$ cat src/rtl/sliding_window_ones_estimator_top_macros.svh
// ----------------------------------------------------------------------------
// Assertion macros for the sliding window ones estimator
// Short forms for same-cycle and next-cycle implication checks.
// ----------------------------------------------------------------------------
`ifndef SLIDING_WINDOW_ONES_ESTIMATOR_TOP_MACROS_SVH
`define SLIDING_WINDOW_ONES_ESTIMATOR_TOP_MACROS_SVH

// antecedent implies consequent in the same cycle
`define SWOE_ASSERT_IMP(lbl, clk, rstn, ante, cons, msg) \
    lbl: assert property (@(posedge clk) disable iff (!rstn) (ante) |-> (cons)) \
        else $error(msg);

// antecedent implies consequent in the next cycle
`define SWOE_ASSERT_NXT(lbl, clk, rstn, ante, cons, msg) \
    lbl: assert property (@(posedge clk) disable iff (!rstn) (ante) |=> (cons)) \
        else $error(msg);

`endif

$ cat src/rtl/swoe_pkg.sv
// ----------------------------------------------------------------------------
// swoe_pkg
// Shared types, constants and helpers of the sliding window ones estimator.
// ----------------------------------------------------------------------------
`default_nettype none

package swoe_pkg;

    localparam int unsigned TIME_W  = 32;
    localparam int unsigned LOG_W   = 5;
    localparam int unsigned FIELD_W = 17;

    typedef logic [TIME_W-1:0]  time_t;
    typedef logic [LOG_W-1:0]   log_t;
    typedef logic [FIELD_W-1:0] field_t;

    localparam log_t   LOG_MAX      = '1;
    localparam field_t EST_MAX      = '1;
    localparam field_t WINDOW_RESET = 17'd1024;

    typedef enum logic [1:0] {
        OP_HOLD,
        OP_INSERT,
        OP_MERGE
    } cell_op_t;

    // broadcast to every cell of the chain
    typedef struct packed {
        cell_op_t op;
        time_t    new_stamp;
        time_t    ref_time;
        field_t   thr;
    } cell_cmd_t;

    typedef enum logic [2:0] {
        ST_IDLE,
        ST_MERGE,
        ST_EXPIRE,
        ST_QUERY,
        ST_DONE
    } state_t;

    // acc + 2^e, saturated to EST_MAX
    function automatic field_t add_pow2_sat(field_t acc, log_t e);
        logic [FIELD_W:0] sum;
        sum = '0;
        if (e >= LOG_W'(FIELD_W))
        begin
            return EST_MAX;
        end
        sum = {1'b0, acc} + ({{FIELD_W{1'b0}}, 1'b1} << e);
        if (sum > {1'b0, EST_MAX})
        begin
            return EST_MAX;
        end
        return sum[FIELD_W-1:0];
    endfunction

endpackage

`default_nettype wire

$ cat src/rtl/swoe_cell.sv
// ----------------------------------------------------------------------------
// swoe_cell
// One bucket slot of the chain: stamp and size log, neighbor shifts,
// local triple-match and age checks.
// ----------------------------------------------------------------------------
`default_nettype none

module swoe_cell #(
    parameter int unsigned POS   = 0,
    parameter int unsigned CNT_W = 6
) (
    input  logic                  clk,
    input  swoe_pkg::cell_cmd_t   cmd,
    input  logic [CNT_W-1:0]      merge_idx,
    input  swoe_pkg::time_t       prev_time,
    input  swoe_pkg::log_t        prev_log,
    input  swoe_pkg::time_t       next_time,
    input  swoe_pkg::log_t        next_log,
    input  swoe_pkg::log_t        next2_log,
    output swoe_pkg::time_t       cell_time,
    output swoe_pkg::log_t        cell_log,
    output logic                  trip,
    output logic                  aged
);
    import swoe_pkg::*;

    localparam logic [CNT_W:0] POS_V = (CNT_W+1)'(POS);

    time_t            time_reg, time_next;
    log_t             log_reg, log_next;
    time_t            age;
    logic [CNT_W:0]   merge_pos;

    assign age       = cmd.ref_time - time_reg;
    assign aged      = age >= {{(TIME_W-FIELD_W){1'b0}}, cmd.thr};
    assign trip      = (log_reg == next_log) && (next_log == next2_log);
    assign merge_pos = {1'b0, merge_idx} + (CNT_W+1)'(1);
    assign cell_time = time_reg;
    assign cell_log  = log_reg;

    always_comb
    begin
        time_next = time_reg;
        log_next  = log_reg;
        unique case (cmd.op)
            OP_INSERT:
            begin
                time_next = prev_time;
                log_next  = prev_log;
            end
            OP_MERGE:
            begin
                // slot after merge_idx doubles, later slots close the gap
                if (POS_V == merge_pos)
                begin
                    log_next = (log_reg == LOG_MAX) ? LOG_MAX : log_reg + LOG_W'(1);
                end
                else if (POS_V > merge_pos)
                begin
                    time_next = next_time;
                    log_next  = next_log;
                end
            end
            default:
            begin
                time_next = time_reg;
                log_next  = log_reg;
            end
        endcase
    end

    always_ff @(posedge clk)
    begin
        time_reg <= time_next;
        log_reg  <= log_next;
    end

endmodule

`default_nettype wire

$ cat config.mk
export PLATFORM = sky130hd
export DESIGN_NAME = swoe_cell
export DESIGN_NICKNAME = d
export VERILOG_FILES = /design/src/rtl/sliding_window_ones_estimator_top_macros.svh /design/src/rtl/swoe_pkg.sv /design/src/rtl/swoe_cell.sv
export SDC_FILE = /design/constraint.sdc
export NUM_CORES = 1
export LEC_CHECK = 0
export ABC_AREA = 1
export CORE_MARGIN = 2
export CORE_UTILIZATION = 60
export CTS_CLUSTER_SIZE = 20
export DETAILED_ROUTE_END_ITERATION = 16
export DONT_BUFFER_PORTS = 1
export PLACE_DENSITY = 0.79
export REMOVE_ABC_BUFFERS = 1
export SYNTH_ARGS = -nofsm -noshare
export SYNTH_HDL_FRONTEND = slang
export SYNTH_SLANG_ARGS = --single-unit
$ cat constraint.sdc
create_clock -name clk -period 3.48 [get_ports clk]
set_input_delay 0.522 -clock clk [delete_from_list [all_inputs] [get_ports clk]]
set_output_delay 0.522 -clock clk [all_outputs]
set_load 0.02 [all_outputs]
# == Yosys cells after proc, flatten, opt, wreduce, memory -nomap -nowiden ==
# Cells that the tools add are included.
# totals
reg_bits,37
latch_bits,0
ramBits,0
mem_bits_ro,0
in_bits,169
out_inout_bits,39
elab_cells,27
memories,0
# op_classes
n_addsub,3
n_mul,0
div,0
order_cmp,2
n_eq_ne,8
n_shift,0
mux,7
bitwise,0
reduce_logical,5
# op_table
op,count
2-to-1 mux 32 bit,2
case mux 32 bit (2 select lines),1
greater-or-equal comparator 32 x 17 -> 1 bit,1
subtractor 32 bit,1
2-to-1 mux 5 bit,3
equality test 5 bit,2
case mux 5 bit (2 select lines),1
adder 6 x 1 -> 7 bit (second input constant),1
> comparator 1 x 7 -> 1 bit (first input constant),1
zero test 7 bit,1
adder 5 x 1 -> 5 bit (second input constant),1
equality test 5 bit (second input constant),1
inequality test 2 bit (second input constant),2
inequality test 3 bit (second input constant),1
AND reduction 3 bit,1
equality test 2 x 1 -> 1 bit (second input constant),1
equality test 2 bit (second input constant),1
AND reduction 2 bit,1
nonzero test 2 bit,1
logical AND 1 bit,1

# == Depth between registers and ports, before layout ==
# Gate-level depths: netlist of the first run.
# logic_depth
ltp_word,5
ltp_mapped,20
ltp_nobuf,20

# == Worst setup path before layout of the first run ==
# Ideal clock, no wire load.
# synth_timing
path_type,input port to flip-flop
from,input port merge_idx[0]
to,"register time_reg[0] (netlist: cell_time[0]), enable pin"
setup_ps,432
arrival_time_ps,2853
t_required_ps,3048
path_slack_ps,195
path_stages,6
n_path_buf,0
path_cell_list,ha_1 > xnor2_1 > nand3b_1 > nor3_1 > nand2_1 > a21oi_1
# synth_between
elab_chain_cells,4
elab_cells_between_ends,6
cone_classes,add/sub (1); order compare (1); eq/ne (2); reduce/logical (2)
# synth_lines
element,line_no,rtl
from (decl),swoe_cell.sv:14,"input logic [CNT_W-1:0] merge_idx,"
adder 6 x 1 -> 7 bit (*),swoe_cell.sv:37,"assign merge_pos = {1'b0, merge_idx} + (CNT_W+1)'(1);"
> comparator 1 x 7 -> 1 bit / zero test 7 bit (equally long branches),"swoe_cell.sv:58, swoe_cell.sv:54",
inequality test 2 bit (no line),-,
AND reduction 3 bit (no line) (*),-,
to (signal assigned),swoe_cell.sv:74,time_reg <= time_next;
to (decl),swoe_cell.sv:29,"time_t time_reg, time_next;"
# Mark *: on every way between the ends. The rest lies on a longest branch, timed or not.
# A chain may end at the register's enable or synchronous reset.

# == Worst setup path in the final report of the first run ==
# layout_timing
from,register time_reg[6] (netlist: cell_time[6])
to,output port aged
# layout_between
elab_chain_cells,2
# layout_lines
element,line_no,rtl
subtractor 32 bit,swoe_cell.sv:34,assign age = cmd.ref_time - time_reg;
greater-or-equal comparator 32 x 17 -> 1 bit,swoe_cell.sv:35,"assign aged = age >= {{(TIME_W-FIELD_W){1'b0}}, cmd.thr};"
to (decl),swoe_cell.sv:23,output logic aged
# No other way between the ends.

==> metrics.cfg, run 1 <==
[clock_tree]
cts_tree=done
cts_buffer_depth=2
cts_sinks=37
cts_buffers=5
insertion_delay_ns=0.28
cts.clk_slew.worst_paths_ns=0.07
htree_levels=2
cts-root-buf=clkbuf_8

[setup_path]
cpPeakStageDelay_ns=0.40
path_buf_inv=1
r2r_end=cell_log[3]
path_cells=inv_1, ha_2, nand2_1, nand2_1, a21oi_2, nand2_2, nand2_1, nand3_2, xor2_2, ha_1, nand2_1, nor2_1, a211oi_1, nand2_1, nand2_1, a21boi_1, nor2_1, nand2_2
crit_path_frequent_cell=nand2_1
crit_required_ns=2.96
critPathTopFamily=simple AND/OR/NAND/NOR gates
arrival_ns=2.94
critPathMaxFanout=4
end_kind=output pin
r2r-start=cell_log[0]
r2r_cells=7
cp_num_cells=18
critPathKind=reg -> out
worstSetupStartpointType=flip-flop
slowest_stage=edfxtp_1
regToRegSetupSlack_ns=1.71

[sta]
period_share_pct=99.6
max_slew_margin_pct=36.2
hold_violations=0
fin_setup_tns_ns=0
rsz0062_at_grt=true
fmax_mhz=288
slew_viol_final=0
setup_violations=0
skew_ns=0.000576
worst_slew_pin_slew_ns=0.957
period_needed_ns=3.47

[floorplanning]
initial_core_util_pct=62.1
die_area_sq_um=8730
core_area_sq_um=7730
fp.dieH_um=93.5
ios=208
rows=32
die_w_um=93.5

[drt]
ant_nets=0
via_count=4696
drt_first_pass_iters=6
vias_per_cell=5.47
drcViolationCount=0
wire_per_inst_um=14.8
drt_wl_total_um=12700
drt_iter0_markers=257

[logic_synthesis]
synthMuxAreaShare_pct=7.51
synth_top_area_share_pct=23.1
async_reset_ff_share_pct=0
synth_common_cells=nand2_1, inv_1, nor2_1
synth_most_common_cell=nand2_1
ys.flop_type=edfxtp_1
synth-seq-area-share_pct=23.1
synth_fa_ha_area_share_pct=14.2
syn_inst=729
syn_area_sq_um=4800
synthSimpleGateAreaFrac_pct=31.7
synth_compound_area_share_pct=6.59
synth_top_area_cell=edfxtp_1
yosysWarnings=0
synth.avg_cell_area_sq_um=6.59
synth_cell_type_count=38
ys_top_cells_by_area=edfxtp_1, nand2_1, ha_1
synth-edff-count=37
yosys.area_share.xor_xnor_pct=3.83
synth_top_family_by_area=simple AND/OR/NAND/NOR gates
synth_seq_cells=37

[power_and_ir_drop]
p_comb_share_pct=54.2
power.density_nw_per_um2=412
irDropWorstVdd_uv=377
p_clk_share_pct=16.6
p_switching_uw=962
seqPwrFrac_pct=29.2
power.total_uw=2200
power_leakage_uw=0.00289
internal_power_uw=1240
swShare_pct=43.6

[final_layout]
final_cells=859
drive_gt1_share_pct=14.9
insertedDiodeCount=0
fin_util_pct=69.1
syn_to_final_growth_pct=11.3
fin_nets=979

[flow_run]
cap_violations=0

[global_route]
antenna_found_initial=0
first_global_vias=4364
grt_max_degree=46
grt_usage_pct=28.6
grt_pass1_wl_um=19700
grt.overflow.total=0

[min_path]
whs_path_depth=1
worstHoldPathType=in -> reg
hold_end=cell_time[28]
min_from=prev_time[28]

[placement]
place.gp.congestion=0.887
port_buffers=0
dp.cells=844
hpwlAfterDp_um=10800

[outcome]
status=completed

what timing repair did:
action | 4_1_cts | 5_1_grt
setup buffers | 0 | 7
gates resized for setup | 9 | 22
endpoints found under the setup margin | 1 | 1
hold endpoints to repair | 0 | 0
pin swaps | 2 | 8
hold buffers | 0 | 0
cells by family after synthesis:
logic type,count (synthesis)
mux,32
simple gates,364
compound gates,55
fa+ha+maj,54
buf+inv,166
flops,37
xor+xnor,21
area by class of cell:
cell class,count,area [sq um]
flip-flops and latches,37,1110
repair buffers,25,188
inverters,161,604
multi-input cells,526,3200
well taps,102,128
fillers,648,2380
clock buffers,5,68.8
clock inverters,3,41.3
state kept, by name, indices dropped and copies added, names as in the netlist:
name       count
cell_log       5
cell_time     32
metal layers:
layer  routed length, um  track usage (%)  vias up
met5                   0                0        -
met4                 151             6.00        0
met3                1040             5.32       17
met2                6170             49.5      211
met1                5360             37.1     2127
li1                    -                -     2341
power by group through the flow:
stage          clock (uW)  combinational (uW)  sequential, uW
3_3_place_gp            0                1060             653
5_1_grt               382                1330             652
6_report              365                1190             644
2_1_floorplan           0                 793             675
3_5_place_dp            0                1090             655
4_1_cts               369                1120             646
stage by stage:
step	hold WS, ns	area, sq um	setup WS (ns)
final	0.450	5340	0.0131
after global routing	0.439	5340	-0.127
after CTS	0.440	5220	0.0126
after detailed placement	0.745	5060	0.0808
after global placement	0.742	5060	0.135
after floorplan	0.742	4780	0.0690
cells in the final DEF, fill, tap and decap left out, types with 12 or more instances in the layout:
master / count
nand2_1: 221
inv_1: 159
nor2_1: 61
ha_1: 42
nand3_1: 37
edfxtp_1: 37
mux2_2: 32
buf_4: 25
a21oi_1: 22
xor2_1: 14
nand2_2: 14
o21ai_0: 12
worst reg2reg max path, stage by stage, from the launching register on:
cell,delay (ns)
edfxtp_1,0.56
ha_1,0.30
nand3_1,0.11
nor2_1,0.07
nor2_1,0.17
nand2_1,0.07
o211ai_1,0.08
o21ai_0,0.11
worst max path at each step:
stage	end	from	slack [ns]
2_1_floorplan	cell_time[0]	cmd[81]	0.07
3_3_place_gp	aged	cmd[17]	0.13
3_5_place_dp	aged	cmd[17]	0.08
4_1_cts	aged	cell_time[2]	0.01
5_1_grt	aged	cell_time[3]	-0.13
6_report	aged	cell_time[6]	0.01
(Power assumes the default switching activity.)
==> run 2, diff against run 1 <==
--- a/config.mk
+++ b/config.mk
@@ -5,13 +5,12 @@
 export SDC_FILE = /design/constraint.sdc
 export NUM_CORES = 1
 export LEC_CHECK = 0
-export ABC_AREA = 1
 export CORE_MARGIN = 2
-export CORE_UTILIZATION = 60
+export CORE_UTILIZATION = 59
 export CTS_CLUSTER_SIZE = 20
 export DETAILED_ROUTE_END_ITERATION = 16
 export DONT_BUFFER_PORTS = 1
-export PLACE_DENSITY = 0.79
+export PLACE_DENSITY = 0.78
 export REMOVE_ABC_BUFFERS = 1
 export SYNTH_ARGS = -nofsm -noshare
 export SYNTH_HDL_FRONTEND = slang
==> run 2 against run 1 <==
Effect of this change:
- the run now ends with design-rule violations, negative setup slack left
- sequential cell count stayed put
- sequential power shrank 4.2%
- final cell count fell by 19%
- global-route usage is 1.3 points higher
- clock skew about the same
- register-to-register slack improved by 0.12 ns
- setup slack got worse by 1.3 ns
- die area down 8.2%
- critical endpoint unchanged
==> metrics.cfg, run 2 <==
[outcome]
status=finished, violations left
violations=design-rule violations, negative setup slack

[final_layout]
insertedDiodeCount=0
drive_gt1_share_pct=30.5
syn_to_final_growth_pct=25.2
fillers=529
layout_common_cells=buf_4, inv_1, ha_1, nand2_1, edfxtp_1
largest_reg_flops=32
final_common_cell=buf_4
fin_nets=819

[drt]
wire_per_inst_um=18.3
drt_iter0_markers=278
via_count=4278
ant_nets=0
vias_per_cell=6.15
drcViolationCount=1
drt_wl_total_um=12700
drt_first_pass_iters=11

[logic_synthesis]
syn_area_sq_um=4320
async_reset_ff_share_pct=0
synth_most_common_cell=inv_1
synth.avg_cell_area_sq_um=8.64
ys.flop_type=edfxtp_1
yosysWarnings=0
ys_top_cells_by_area=edfxtp_1, ha_1, mux2_2
synth_top_area_share_pct=25.7
synth_common_cells=inv_1, ha_1, nand2_1
syn_inst=500
synth_cell_type_count=65
synth-edff-count=37
synth_seq_cells=37
synth-seq-area-share_pct=25.7
synth_top_area_cell=edfxtp_1

[clock_tree]
cts_sinks=37
cts_hold_buf=0
cts.clk_slew.worst_paths_ns=0.08
cts_buffers=5
htree_levels=2
cts_tree=done
cts_buffer_depth=2
cts-root-buf=clkbuf_8
insertion_delay_ns=0.29

[sta]
rsz0062_at_grt=true
max_slew_margin_pct=32.2
fin_setup_tns_ns=-1.31
skew_ns=0.00107
setup_violations=1
slew_viol_final=0
period_share_pct=138
period_needed_ns=4.79
setup_ws_ns=-1.31
hold_violations=0
fmax_mhz=209
worst_slew_pin_slew_ns=1.02
whs_ns=0.446

[floorplanning]
die_area_sq_um=8020
fp.dieH_um=89.6
rows=31
die_w_um=89.6
core_area_sq_um=7180
initial_core_util_pct=60.2
ios=208

[setup_path]
critPathMaxFanout=3
critPathKind=reg -> out
end_kind=output pin
regToRegSetupSlack_ns=1.83
slowest_stage=edfxtp_1
critPathTopFamily=compound AO/OA/AOI/OAI gates
r2r_end=cell_log[1]
path_buf_inv=3
crit_required_ns=2.96
path_cells=inv_1, ha_1, o211ai_1, a21oi_2, o311ai_2, buf_4, nand2b_1, a21oi_1, xnor2_1, ha_1, a21oi_2, nor2_1, a211oi_2, a2bb2oi_2, o311ai_2, a2111oi_2, o2111ai_1, nor4_1, nand4_1, buf_6
crit_start=cell_time[2]
worstSetupStartpointType=flip-flop
cpPeakStageDelay_ns=0.40
r2r_cells=5
arrival_ns=4.27
r2r-start=cell_log[0]

[power_and_ir_drop]
irDropWorstVdd_uv=242
power.density_nw_per_um2=447
power_leakage_uw=0.00245

[global_route]
grt.overflow.total=0
grt_max_degree=46
grt_pass1_wl_um=18400
antenna_found_initial=0
first_global_vias=4052
grt_usage_pct=29.9

[flow_run]
cap_violations=0

[min_path]
min_from=prev_time[5]
whs_path_depth=1
worstHoldPathType=in -> reg
hold_end=cell_time[5]

[placement]
place.gp.congestion=0.901
port_buffers=0
hpwlAfterDp_um=10000

==> run 2: routing by layer <==
layer	up-vias	routed length, um	track usage [%]
met4	0	581	15.6
met1	1967	5160	37.0
met3	58	927	6.28
met5	-	0	0
li1	2023	-	-
met2	230	6050	48.7
==> run 2: logic make-up (layout without fill, tap and decap cells) <==
group | Yosys count | in the layout | synth area share [%]
multiplexers | 36 | 36 | 9.30
buffers and inverters | 78 | 175 | 7.76
XOR/XNOR | 21 | 21 | 4.26
adder cells (fa/ha/maj) | 54 | 54 | 15.8
AND/OR/NAND/NOR | 144 | 144 | 16.7
flip-flops | 37 | 37 | 25.7
AO/OA/AOI/OAI | 130 | 130 | 20.5
==> run 2: worst register-to-register path: stages (launching register included) <==
cell and delay, ns:
edfxtp_1 0.55, ha_1 0.31, nand4_1 0.10, nand2_1 0.11
o221ai_1 0.17, o21ai_0 0.12
==> run 2: layout make-up <==
type / count / area (sq um) / area share (%)
Multi-Input combinational cell: 385 / 3030 / 56.0
Clock buffer: 6 / 72.6 / 1.34
Tap cell: 99 / 124 / 2.29
Timing Repair Buffer: 103 / 793 / 14.7
Inverter: 64 / 240 / 4.44
Clock inverter: 2 / 38.8 / 0.717
Sequential cell: 37 / 1110 / 20.5
==> run 2: what timing repair did <==
action | 4_1_cts | 5_1_grt
resized for setup | 26 | 9
setup buffers | 1 | 3
pin swaps | 19 | 18
endpoints found under the setup margin | 1 | 1
gates cloned | 0 | 0
==> run 2: where the power goes <==
group | leakage [uW] | total, uW | switching (uW) | internal, uW
registers | 0.000354 | 617 | 52.1 | 565
clock network | 0.0000554 | 390 | 174 | 216
logic | 0.00204 | 1410 | 764 | 648
==> run 2: through the flow <==
step	setup slack [ns]	cell area (sq um)	power, uW	util [%]	cells
floorplan	-0.988	4220	1430	-	486
global placement	-1.28	5120	1860	71.3	684
detailed placement	-1.37	5120	1890	71.3	684
CTS	-1.22	5340	2340	74.4	693
global route	-1.55	5410	2560	75.4	696
finish	-1.31	5410	2420	75.4	696
==> run 2: worst max path at each step <==
| stage | end | slack, ns | cells past startpoint |
|---|---|---|---|
| global placement | aged | -1.28 | 20 |
| finish | aged | -1.31 | 20 |
| global route | aged | -1.55 | 22 |
| CTS | aged | -1.22 | 19 |
| detailed placement | aged | -1.37 | 19 |
| floorplan | aged | -0.99 | 17 |
